## config.mk

```make
export PLATFORM = sky130hd
export DESIGN_NAME = lockable_output_bank_flat
export DESIGN_NICKNAME = d
export VERILOG_FILES = /design/src/olb_pkg.sv /design/src/olb_stream_if.sv /design/src/olb_cfg_regs.sv /design/src/olb_update.sv /design/src/lockable_output_bank.sv /design/src/flat_wrapper.sv
export SDC_FILE = /design/constraint.sdc
export NUM_CORES = 1
export LEC_CHECK = 0
export BUFFER_PORTS_ARGS = -buffer_cell sky130_fd_sc_hd__buf_4
export CELL_PAD_IN_SITES_DETAIL_PLACEMENT = 1
export CELL_PAD_IN_SITES_GLOBAL_PLACEMENT = 2
export CORE_ASPECT_RATIO = 1.4
export CORE_UTILIZATION = 38
export CTS_BUF_LIST = sky130_fd_sc_hd__clkbuf_4 sky130_fd_sc_hd__clkbuf_8 sky130_fd_sc_hd__clkbuf_16
export CTS_CLUSTER_SIZE = 24
export DETAILED_ROUTE_END_ITERATION = 10
export PLACE_DENSITY = 0.84
export SYNTH_ARGS = -nofsm -noshare
export SYNTH_HDL_FRONTEND = slang
export SYNTH_HIERARCHICAL = 1
export SYNTH_SLANG_ARGS = --single-unit
```

## constraint.sdc

```tcl
create_clock -name clk -period 3.25 [get_ports clk]
set_input_delay 0.8125 -clock clk [delete_from_list [all_inputs] [get_ports clk]]
set_output_delay 0.8125 -clock clk [all_outputs]
set_load 0.005 [all_outputs]
```

## src/olb_pkg.sv

```systemverilog
// Shared types and constants for the lockable output bank.
// No dependencies; every module here imports this package.
`default_nettype none

package olb_pkg;

    localparam int BANK_WIDTH          = 24;
    localparam int DEFAULT_NUM_OUTPUTS = 24;
    localparam int ID_WIDTH            = 11;
    localparam int FRAME_ID_WIDTH      = 29;
    localparam int LEN_WIDTH           = 4;
    localparam int CMD_WIDTH           = 3;
    localparam int REPLY_ID_WIDTH      = 12;

    localparam logic [LEN_WIDTH-1:0] FRAME_LEN = LEN_WIDTH'(7);

    localparam logic KIND_FRAME  = 1'b0;
    localparam logic KIND_STATUS = 1'b1;

    localparam logic [CMD_WIDTH-1:0] CMD_SET         = CMD_WIDTH'(0);
    localparam logic [CMD_WIDTH-1:0] CMD_TOGGLE      = CMD_WIDTH'(1);
    localparam logic [CMD_WIDTH-1:0] CMD_LOCK_SET    = CMD_WIDTH'(2);
    localparam logic [CMD_WIDTH-1:0] CMD_LOCK_REMOVE = CMD_WIDTH'(3);

    // Configuration register indexes
    localparam logic REG_DEVICE_ID  = 1'b0;
    localparam logic REG_WIRED_MASK = 1'b1;

    typedef struct packed {
        logic                      kind;
        logic [FRAME_ID_WIDTH-1:0] frame_id;
        logic                      is_extended;
        logic [LEN_WIDTH-1:0]      frame_length;
        logic [CMD_WIDTH-1:0]      command;
        logic [BANK_WIDTH-1:0]     select_mask;
        logic [BANK_WIDTH-1:0]     value_bits;
    } item_t;

    typedef struct packed {
        logic [BANK_WIDTH-1:0]     output_levels;
        logic [BANK_WIDTH-1:0]     lock_mask;
        logic                      is_status_reply;
        logic [REPLY_ID_WIDTH-1:0] reply_id;
    } result_t;

    typedef struct packed {
        logic                  index;
        logic [BANK_WIDTH-1:0] data;
    } cfg_write_t;

    typedef struct packed {
        logic [ID_WIDTH-1:0]   device_id;
        logic [BANK_WIDTH-1:0] wired_mask;
    } cfg_t;

endpackage

`default_nettype wire

```

## src/olb_stream_if.sv

```systemverilog
// Valid/ready channel carrying one payload per transaction.
// Payload type is set per instance; used for item, result and config channels.
`default_nettype none

interface olb_stream_if #(
    parameter type payload_t = logic
) ();

    logic     valid;
    logic     ready;
    payload_t payload;

    modport source (output valid, output payload, input ready);
    modport sink   (input valid, input payload, output ready);

endinterface

`default_nettype wire

```

## src/olb_cfg_regs.sv

```systemverilog
// Configuration registers (device id, wired mask) of the output bank.
// Depends on olb_pkg and olb_stream_if.
`default_nettype none

module olb_cfg_regs (
    input  wire logic    clk,
    input  wire logic    rst_n,
    olb_stream_if.sink   cfg,
    output olb_pkg::cfg_t cfg_out
);
    import olb_pkg::*;

    logic [ID_WIDTH-1:0]   device_id_reg;
    logic [BANK_WIDTH-1:0] wired_mask_reg;

    assign cfg.ready = 1'b1;

    always_ff @(posedge clk or negedge rst_n)
    begin
        if (!rst_n)
        begin
            device_id_reg  <= '0;
            wired_mask_reg <= '0;
        end
        else if (cfg.valid)
        begin
            unique case (cfg.payload.index)
                REG_DEVICE_ID:  device_id_reg  <= cfg.payload.data[ID_WIDTH-1:0];
                REG_WIRED_MASK: wired_mask_reg <= cfg.payload.data;
                default:        ;
            endcase
        end
    end

    assign cfg_out.device_id  = device_id_reg;
    assign cfg_out.wired_mask = wired_mask_reg;

endmodule

`default_nettype wire

```

## src/olb_update.sv

```systemverilog
// Frame filter, command decode and bank update for one item.
// Pure combinational; depends on olb_pkg.
`default_nettype none

module olb_update #(
    parameter int NUM_OUTPUTS = olb_pkg::DEFAULT_NUM_OUTPUTS
) (
    input  wire olb_pkg::item_t    item,
    input  wire olb_pkg::cfg_t     cfg,
    input  wire logic [NUM_OUTPUTS-1:0] level,
    input  wire logic [NUM_OUTPUTS-1:0] lock,
    output logic [NUM_OUTPUTS-1:0] level_next,
    output logic [NUM_OUTPUTS-1:0] lock_next,
    output olb_pkg::result_t       result
);
    import olb_pkg::*;

    logic                   hit;
    logic                   status;
    logic [NUM_OUTPUTS-1:0] sel;
    logic [NUM_OUTPUTS-1:0] val;
    logic [NUM_OUTPUTS-1:0] free;

    assign status = (item.kind == KIND_STATUS);
    assign hit    = (item.kind == KIND_FRAME)
                 && (item.frame_id == FRAME_ID_WIDTH'(cfg.device_id))
                 && !item.is_extended
                 && (item.frame_length == FRAME_LEN);

    assign sel  = item.select_mask[NUM_OUTPUTS-1:0] & cfg.wired_mask[NUM_OUTPUTS-1:0];
    assign val  = item.value_bits[NUM_OUTPUTS-1:0];
    assign free = sel & ~lock;

    always_comb
    begin
        level_next = level;
        lock_next  = lock;
        if (hit)
        begin
            case (item.command)
                CMD_SET:         level_next = (level & ~free) | (val & free);
                CMD_TOGGLE:      level_next = level ^ free;
                CMD_LOCK_SET:
                begin
                    lock_next  = lock | sel;
                    level_next = (level & ~sel) | (val & sel);
                end
                CMD_LOCK_REMOVE: lock_next = lock & ~sel;
                default:         ;
            endcase
        end
    end

    // Unwired outputs keep their level but report low
    assign result.output_levels   = BANK_WIDTH'(level_next) & cfg.wired_mask;
    assign result.lock_mask       = BANK_WIDTH'(lock_next);
    assign result.is_status_reply = status;
    assign result.reply_id        = status
                                  ? REPLY_ID_WIDTH'(cfg.device_id) + REPLY_ID_WIDTH'(1)
                                  : '0;

endmodule

`default_nettype wire

```

## src/lockable_output_bank.sv

```systemverilog
// Lockable output bank: a bank of NUM_OUTPUTS output levels with a lock bit each,
// driven by command frames and status requests on the item channel, one result per
// transaction on the result channel. Items are taken one per clock unless a stalled
// result holds them, as the whole bank updates in parallel in one combinational pass.
// Each result passes through the input register, then the result register; the level
// and lock registers are updated in the same cycle as the result register, so the next
// item always sees the previous item's effect. A stalled result holds the pipeline; the
// input register can still take one more item while the result waits, if it is empty.
// Configuration writes are accepted every cycle and take effect the cycle after.
// Depends on olb_pkg, olb_stream_if, olb_cfg_regs and olb_update.
`default_nettype none

module lockable_output_bank #(
    parameter int NUM_OUTPUTS = olb_pkg::DEFAULT_NUM_OUTPUTS
) (
    input  wire logic    clk,
    input  wire logic    rst_n,
    olb_stream_if.sink   item,
    olb_stream_if.source result,
    olb_stream_if.sink   cfg
);
    import olb_pkg::*;

    cfg_t                   cfg_cur;
    logic                   in_valid_reg;
    item_t                  in_item_reg;
    logic                   out_valid_reg;
    result_t                out_result_reg;
    logic [NUM_OUTPUTS-1:0] level_reg;
    logic [NUM_OUTPUTS-1:0] lock_reg;
    logic [NUM_OUTPUTS-1:0] level_next;
    logic [NUM_OUTPUTS-1:0] lock_next;
    result_t                result_next;
    logic                   advance;
    logic                   fire;

    olb_cfg_regs u_cfg_regs (
        .clk     (clk),
        .rst_n   (rst_n),
        .cfg     (cfg),
        .cfg_out (cfg_cur)
    );

    olb_update #(
        .NUM_OUTPUTS (NUM_OUTPUTS)
    ) u_update (
        .item       (in_item_reg),
        .cfg        (cfg_cur),
        .level      (level_reg),
        .lock       (lock_reg),
        .level_next (level_next),
        .lock_next  (lock_next),
        .result     (result_next)
    );

    assign advance    = !out_valid_reg || result.ready;
    assign fire       = in_valid_reg && advance;
    assign item.ready = !in_valid_reg || advance;

    always_ff @(posedge clk or negedge rst_n)
    begin
        if (!rst_n)
        begin
            in_valid_reg  <= 1'b0;
            out_valid_reg <= 1'b0;
            level_reg     <= '0;
            lock_reg      <= '0;
        end
        else
        begin
            if (item.ready)
            begin
                in_valid_reg <= item.valid;
            end
            if (advance)
            begin
                out_valid_reg <= in_valid_reg;
            end
            if (fire)
            begin
                level_reg <= level_next;
                lock_reg  <= lock_next;
            end
        end
    end

    always_ff @(posedge clk)
    begin
        if (item.valid && item.ready)
        begin
            in_item_reg <= item.payload;
        end
        if (fire)
        begin
            out_result_reg <= result_next;
        end
    end

    assign result.valid   = out_valid_reg;
    assign result.payload = out_result_reg;

endmodule

`default_nettype wire

```

## src/flat_wrapper.sv

```systemverilog
// flat-port wrapper written by rule: the top's interface ports become plain ports
module lockable_output_bank_flat import olb_pkg::*;
#(
    parameter int NUM_OUTPUTS = olb_pkg::DEFAULT_NUM_OUTPUTS
)
  (clk, rst_n, item_valid, item_payload, item_ready, result_valid, result_payload, result_ready, cfg_valid, cfg_payload, cfg_ready);
  olb_stream_if #(.payload_t(item_t)) item_i ();
  olb_stream_if #(.payload_t(result_t)) result_i ();
  olb_stream_if #(.payload_t(cfg_write_t)) cfg_i ();
  input  wire logic clk;
  input  wire logic rst_n;
  input wire logic [$bits(item_i.valid)-1:0] item_valid;
  input wire logic [$bits(item_i.payload)-1:0] item_payload;
  output wire logic [$bits(item_i.ready)-1:0] item_ready;
  output wire logic [$bits(result_i.valid)-1:0] result_valid;
  output wire logic [$bits(result_i.payload)-1:0] result_payload;
  input wire logic [$bits(result_i.ready)-1:0] result_ready;
  input wire logic [$bits(cfg_i.valid)-1:0] cfg_valid;
  input wire logic [$bits(cfg_i.payload)-1:0] cfg_payload;
  output wire logic [$bits(cfg_i.ready)-1:0] cfg_ready;
  assign item_i.valid = item_valid;
  assign item_i.payload = item_payload;
  assign item_ready = item_i.ready;
  assign result_valid = result_i.valid;
  assign result_payload = result_i.payload;
  assign result_i.ready = result_ready;
  assign cfg_i.valid = cfg_valid;
  assign cfg_i.payload = cfg_payload;
  assign cfg_ready = cfg_i.ready;
  lockable_output_bank #(.NUM_OUTPUTS(NUM_OUTPUTS)) u_core (.clk(clk), .rst_n(rst_n), .item(item_i), .result(result_i), .cfg(cfg_i));
endmodule
```

==> results of run 1 <==
==> area by class of cell <==
| type | instances | area [um2] | share of cell area, % |
|---|---|---|---|
| clock buffer | 32 | 697 | 5.40 |
| clock inverter | 13 | 97.6 | 0.757 |
| inverter | 38 | 143 | 1.11 |
| multi-input combinational | 456 | 3420 | 26.5 |
| sequential | 232 | 6540 | 50.7 |
| tap | 365 | 457 | 3.54 |
| timing repair buffer | 200 | 1540 | 11.9 |
==> worst max-delay path by stage <==
stage,from,endpoint,slack [ns],cells after the start
floorplan,result_ready,u_core/result.payload[0]$_DFFE_PP_,0.36,5
global placement,u_core/in_item_reg[79]$_DFFE_PP_,u_core/level_reg[9]$_DFFE_PN0P_,0.62,6
detailed placement,u_core/in_item_reg[79]$_DFFE_PP_,u_core/level_reg[2]$_DFFE_PN0P_,0.53,6
CTS,u_core/in_item_reg[79]$_DFFE_PP_,u_core/level_reg[2]$_DFFE_PN0P_,0.52,6
global route,u_core/in_item_reg[79]$_DFFE_PP_,u_core/level_reg[9]$_DFFE_PN0P_,0.30,6
finish,u_core/in_item_reg[79]$_DFFE_PP_,u_core/level_reg[2]$_DFFE_PN0P_,0.53,6
==> critical path, delay by kind of cell, from the launching register on <==
family / cells / cell delay, ns
flops: 1 / 0.36
compound gates: 2 / 0.72
mux: 1 / 0.28
simple gates: 3 / 1.26
==> Yosys cell counts, types with 2 or more instances <==
master	number	area (um2)
sky130_fd_sc_hd__edfxtp_1	147	4410
sky130_fd_sc_hd__dfrtp_1	85	2130
sky130_fd_sc_hd__mux2_2	54	608
sky130_fd_sc_hd__o21ai_0	48	240
sky130_fd_sc_hd__inv_1	38	143
sky130_fd_sc_hd__buf_4	29	218
sky130_fd_sc_hd__clkbuf_1	28	105
sky130_fd_sc_hd__nand3_1	28	140
sky130_fd_sc_hd__nand4_1	27	169
sky130_fd_sc_hd__nand2_1	26	97.6
sky130_fd_sc_hd__nand2b_1	26	163
sky130_fd_sc_hd__nor3_1	26	130
sky130_fd_sc_hd__mux2i_1	24	240
sky130_fd_sc_hd__mux2_1	20	225
sky130_fd_sc_hd__nor4_1	20	125
sky130_fd_sc_hd__nor2b_1	19	119
sky130_fd_sc_hd__o32ai_1	19	166
sky130_fd_sc_hd__o211ai_1	16	120
sky130_fd_sc_hd__o21ai_1	13	65.1
sky130_fd_sc_hd__xor2_1	13	114
sky130_fd_sc_hd__mux2_4	9	135
sky130_fd_sc_hd__and2_1	8	50.1
sky130_fd_sc_hd__nand3b_1	7	52.6
sky130_fd_sc_hd__o22ai_1	7	43.8
sky130_fd_sc_hd__o31ai_1	7	52.6
sky130_fd_sc_hd__buf_6	6	67.6
sky130_fd_sc_hd__buf_2	5	25.0
sky130_fd_sc_hd__or3_1	5	31.3
sky130_fd_sc_hd__nor4_2	4	50.1
sky130_fd_sc_hd__o41ai_1	4	35.0
sky130_fd_sc_hd__a21boi_0	3	22.5
sky130_fd_sc_hd__nor2_1	3	11.3
sky130_fd_sc_hd__xnor2_1	3	26.3
sky130_fd_sc_hd__nand2_2	2	12.5
sky130_fd_sc_hd__or4_1	2	15.0
==> layer usage <==
layer | routed length (um) | GRT usage [%]
met5 | 0 | 0
met4 | 733 | 7.05
met3 | 1480 | 3.68
met2 | 14600 | 36.6
met1 | 11600 | 24.5
==> power breakdown <==
part | internal [mW] | leakage [nW] | switching, mW
Combinational | 0.327 | 2.05 | 0.390
Sequential | 3.36 | 2.54 | 0.143
Clock | 1.59 | 0.389 | 1.15
==> logic make-up after synthesis <==
family | count (synthesis) | synth area share [%]
AO/OA/AOI/OAI | 120 | 7.44
XOR/XNOR | 16 | 1.33
adder cells (fa/ha/maj) | 1 | 0.119
buffers and inverters | 107 | 5.34
flip-flops | 232 | 62.2
multiplexers | 107 | 11.5
other | 1 | 0.0357
AND/OR/NAND/NOR | 211 | 12.0
==> per-stage QoR <==
step | total power, mW | instances | setup WS, ns | hold WS (ns) | util [%]
after floorplan | 3.87 | 795 | 0.362 | 0.477 | -
after global placement | 4.27 | 1291 | 0.615 | 0.493 | 44.8
after detailed placement | 4.29 | 1291 | 0.528 | 0.516 | 44.8
after CTS | 7.05 | 1336 | 0.519 | 0.391 | 47.8
after global routing | 7.22 | 1336 | 0.299 | 0.416 | 47.8
final | 6.96 | 1336 | 0.530 | 0.361 | 47.8
==> reports/qor.tcl, run 1 <==
set qor(worst_path_max_delay_cell) {sky130_fd_sc_hd__o41ai_1}
set qor(clock.fmax_mhz) 368
set qor(async_flop_share_pct) 36.6
set qor(die-area_mm2) 0.0283
set qor(wl_per_cell_um) 21.3
set qor(ys_types) 49
set qor(chipWidth_um) 143
set qor(numPortBuffers) 178
set qor(clock_path_buffers) 3
set qor(post_synth_inst_count) 795
set qor(crit-reg2reg-launch) {u_core/in_item_reg[79]$_DFFE_PP_}
set qor(drt_wl_total_um) 28400
set qor(die_h_um) 199
set qor(grt_start_max_net_pins) 55
set qor(post-route-period-util_pct) 83.7
set qor(number_of_flops_mapped_to_enable_cells_by_yosys) 147
set qor(first_global_vias) 7946
set qor(grt_util_all_layers_pct) 20.5
set qor(crit-reg2reg-capture) {u_core/level_reg[2]$_DFFE_PN0P_}
set qor(synth.ff_latch_count) 232
set qor(yosys_most_used_dff) {sky130_fd_sc_hd__edfxtp_1}
set qor(grt_setup_unrepaired) {no}
set qor(post-route-cell-area_mm2) 0.0129
set qor(antenna_diode_count) 0
set qor(detail_route.vias_per_cell) 5.34
set qor(powerDensity_mw_per_mm2) 540
set qor(ios) 180
set qor(setup_violations) 0
set qor(critical_path.max_fanout) 12
set qor(drt-initial-drc-count) 304
set qor(initial_utilization_pct) 38.9
set qor(instance_area_after_placement_mm2) 0.0121
set qor(grt.overflow.total) 0
set qor(post_cts_resize_count) 0
set qor(antenna_found_initial) 0
set qor(detailroute.via_count) 7134
set qor(largest_register_ff_count) 86
set qor(postSynthNetCount) 912
set qor(worst-endpoint-arrival_ns) 3.13
set qor(slew-limit-headroom_pct) 28.2
set qor(clockRootBuffer) {sky130_fd_sc_hd__clkbuf_16}
set qor(end_kind) {flop}
set qor(netlist_area_mm2) 0.0105
set qor(rows) 71
set qor(synth_sequential_area_ratio_pct) 62.2
set qor(cts_setup_buffers) 0
set qor(remaining_drc_errors) 0
set qor(cts_made_buffers) 25
set qor(core_region_area_mm2) 0.0270
set qor(area_delta_synth_final_pct) 22.7
set qor(worst_skew_pair.late_latency_ns) 0.52
set qor(postRouteAntennaNets) 0
set qor(htree_num_levels) 1
set qor(period_minus_slack_ns) 2.72
set qor(place_hpwl_um) 19100
set qor(fin_nets) 1070
set qor(drtPass1Iterations) 4
set qor(max_cap_violations) 0
set qor(ys_warn_count) 6
set qor(peakVddDrop_mv) 0.407
set qor(mostFrequentLayoutCell) {sky130_fd_sc_hd__buf_4}
set qor(post_cts_hold_buffer_count) 0
set qor(final_layout_size_suffix_gt1_share_pct) 33.4
set qor(cts_tree) {yes}
set qor(finalMaxSlewViolations) 0
set qor(r2r_slack_ns) 0.53
set qor(worstHoldPathType) {primary input to asynchronous set/reset pin}
set qor(gp_routability_congestion) 0.774
set qor(timing.reg2reg.worst_path_depth) 6
set qor(cp_cell_sequence) {or4_4 > nor2_4 > nand2_1 > o41ai_1 > o21ai_0 > mux2_2}
set qor(timing.critical_path.required_ns) 3.66
set qor(fill_cells) 2839
set qor(tightest_slew_ns) 1.08
set qor(clock_sink_count) 232
set qor(finalClockSkew_ns) 0.0138
set qor(timing.setup.tns_ns) 0
set qor(clk_transition_reported_paths_ns) 0.06
set qor(hold_viol_final) 0
set qor(layout.cells.most_common_list) {sky130_fd_sc_hd__buf_4 (197), sky130_fd_sc_hd__edfxtp_1 (147), sky130_fd_sc_hd__dfrtp_1 (85)}
set qor(leak_pwr_nw) 4.98
set qor(status) {finished, final reports clean}
set qor(path_class) {flop to flop}
set qor(timing.critical_path.from_type) {flop}
set qor(post_synth.cell_area_avg_um2) 13.2
set qor(grt_pass1_wl_um) 44000
set qor(worst_path_largest_cell_delay_ns) 0.56
(Power assumes the default switching activity.)
==> run 2, diff against run 1 <==
CORE_UTILIZATION = 35   (was 38)
PLACE_DENSITY = 0.82   (was 0.84)
clock period = 2.5 ns   (was 3.25 ns; I/O delays follow)
==> run 2 against run 1 <==
  * Non-clock buffer count up 18
  * Utilization fell by 2.5 points
  * Worst hold slack worse by 0.10 ns
  * Clock power is 45% higher
  * Global-route usage fell by 1.1 points
  * Final cell count grew 2.5%
  * Largest cell class unchanged
==> reports/qor.tcl, run 2 (synthesis gave the netlist of run 1 again) <==
set qor(status) {finished, final reports clean}
set qor(initial_utilization_pct) 35.8 ;# -3.1 points
set qor(slew-limit-headroom_pct) 60.7 ;# +33 points
set qor(finalClockSkew_ns) 0.0178 ;# +0.00404 ns
set qor(gp_routability_congestion) 0.789 ;# +1.9%
set qor(rows) 74 ;# +4.2%
set qor(fin_nets) 1088 ;# +1.7%
set qor(worst_path_max_delay_cell) {sky130_fd_sc_hd__or4_1}
set qor(wl_per_cell_um) 21.4 ;# +0.78%
set qor(detail_route.vias_per_cell) 5.24 ;# -1.8%
set qor(area_delta_synth_final_pct) 26.3
set qor(finalMaxSlewViolations) 0 ;# unchanged
set qor(cp_cell_sequence) {xor2_1 > or3_1 > or4_1 > o31ai_2 > o21ai_1 > mux2_2}
set qor(tightest_slew_ns) 0.589 ;# -0.488 ns
set qor(drt-initial-drc-count) 278 ;# -8.6%
set qor(path_class) {flop to flop}
set qor(peakVddDrop_mv) 0.531 ;# +31%
set qor(cp_top_family) {simple AND/OR/NAND/NOR gates}
set qor(worst_path_largest_cell_delay_ns) 0.56 ;# about the same
set qor(period_minus_slack_ns) 2.39 ;# -0.332 ns
set qor(end_kind) {flop}
set qor(fin_hold_ws_ns) 0.262 ;# -0.0998 ns
set qor(grt_pass1_wl_um) 45300 ;# +2.9%
set qor(hold_viol_final) 0 ;# unchanged
set qor(first_global_vias) 7744 ;# -2.5%
set qor(timing.critical_path.from_type) {flop}
set qor(cts_made_buffers) 25 ;# unchanged
set qor(max_cap_violations) 0 ;# unchanged
set qor(post-route-period-util_pct) 95.5 ;# +12 points
set qor(core_region_area_mm2) 0.0294 ;# +8.7%
set qor(postRouteAntennaNets) 0 ;# unchanged
set qor(grt.overflow.total) 0 ;# unchanged
set qor(drt_wl_total_um) 29300 ;# +3.3%
set qor(critical_path.max_fanout) 5 ;# -7
set qor(place_hpwl_um) 19900 ;# +4.0%
set qor(worstHoldPathType) {primary input to flop}
set qor(grt_util_all_layers_pct) 19.3 ;# -1.1 points
set qor(timing.critical_path.required_ns) 2.92 ;# -0.74 ns
set qor(die_h_um) 207 ;# +4.2%
set qor(htree_num_levels) 1 ;# unchanged
set qor(grt_start_max_net_pins) 49 ;# -11%
set qor(final_layout_size_suffix_gt1_share_pct) 35.3 ;# +1.9 points
set qor(clock_sink_count) 232 ;# unchanged
set qor(detailroute.via_count) 7183 ;# +0.69%
set qor(clock_path_buffers) 3 ;# unchanged
set qor(ios) 180 ;# unchanged
set qor(critical_path.n_buffers_inverters) 0 ;# unchanged
set qor(layout.cells.most_common_list) {sky130_fd_sc_hd__buf_4 (209), sky130_fd_sc_hd__edfxtp_1 (147), sky130_fd_sc_hd__dfrtp_1 (85)}
set qor(grt_setup_unrepaired) {yes}
set qor(largest_register_ff_count) 86 ;# unchanged
set qor(powerDensity_mw_per_mm2) 717 ;# +33%
set qor(timing.setup.tns_ns) 0 ;# unchanged
set qor(clock.fmax_mhz) 419 ;# +14%
set qor(setup_violations) 0 ;# unchanged
set qor(mostFrequentLayoutCell) {sky130_fd_sc_hd__buf_4}
set qor(worst-endpoint-arrival_ns) 2.81 ;# -0.32 ns
set qor(worst_skew_pair.late_latency_ns) 0.54 ;# +0.02 ns
set qor(numPortBuffers) 178 ;# unchanged
set qor(chipWidth_um) 148 ;# +4.1%
set qor(drtPass1Iterations) 5 ;# +1
set qor(antenna_found_initial) 1 ;# +1
set qor(remaining_drc_errors) 0 ;# unchanged
set qor(leak_pwr_nw) 5.14 ;# +3.3%
set qor(die-area_mm2) 0.0307 ;# +8.5%
set qor(clockRootBuffer) {sky130_fd_sc_hd__clkbuf_16}
set qor(clk_transition_reported_paths_ns) 0.07 ;# about the same
set qor(cts_tree) {yes}
-- run 2: repair_timing --
action	in CTS	in global routing
gates resized for setup	2	8
pin swaps	0	2
setup endpoints to repair	6	12
hold buffers	1	0
setup buffers	0	1
gates cloned	0	0
hold endpoints to repair	16	0
-- run 2: per-stage QoR --
step / setup slack, ns / std cells / total power, mW / util, % / area (um2)
floorplan: 0.0882 / 795 / 5.03 / - / 10500
global placement: -0.0261 / 1322 / 5.60 / 41.9 / 12300
detailed placement: -0.130 / 1322 / 5.63 / 41.9 / 12300
CTS: -0.00597 / 1368 / 9.64 / 45.0 / 13200
global route: -0.00783 / 1369 / 9.86 / 45.2 / 13300
finish: 0.112 / 1370 / 9.52 / 45.2 / 13300
-- run 2: area by class of cell --
class / count / area (um2)
fillers: 3007 / 16100
inverters: 38 / 146
clock buffers: 35 / 761
clock inverters: 10 / 128
repair buffers: 218 / 1740
diodes: 1 / 2.50
multi-input cells: 456 / 3490
flip-flops and latches: 232 / 6540
well taps: 380 / 475
-- run 2: power by group --
part	total (mW)	internal (mW)	switching, mW
sequential	4.55	4.37	0.182
clock	3.96	2.43	1.53
combinational	1.00	0.463	0.541
-- run 2: worst paths after layout --
path | cells after the start | startpoint | slack, ns | end
worst max-delay path | 6 | u_core/u_cfg_regs/device_id_reg[5]$_DFFE_PN0P_ | 0.11 | u_core/level_reg[17]$_DFFE_PN0P_
worst min-delay path | 1 | item_payload[66] | 0.26 | u_core/in_item_reg[66]$_DFFE_PP_
worst max register to register | 6 | u_core/u_cfg_regs/device_id_reg[5]$_DFFE_PN0P_ | 0.11 | u_core/level_reg[17]$_DFFE_PN0P_
worst min register to register | 1 | u_core/lock_reg[17]$_DFFE_PN0P_ | 0.54 | u_core/lock_reg[17]$_DFFE_PN0P_
max in group asynchronous | 3 | rst_n | 1.38 | u_core/lock_reg[2]$_DFFE_PN0P_
min in group asynchronous | 2 | rst_n | 0.55 | u_core/lock_reg[14]$_DFFE_PN0P_
-- run 2: metal layers --
metal | track usage, % | vias to the layer above | share of wire, %
li1 | - | 3311 | -
met3 | 3.77 | 54 | 5.4
met1 | 23.6 | 3618 | 41
met5 | 0 | - | 0
met4 | 6.86 | 0 | 2.9
met2 | 33.5 | 200 | 50
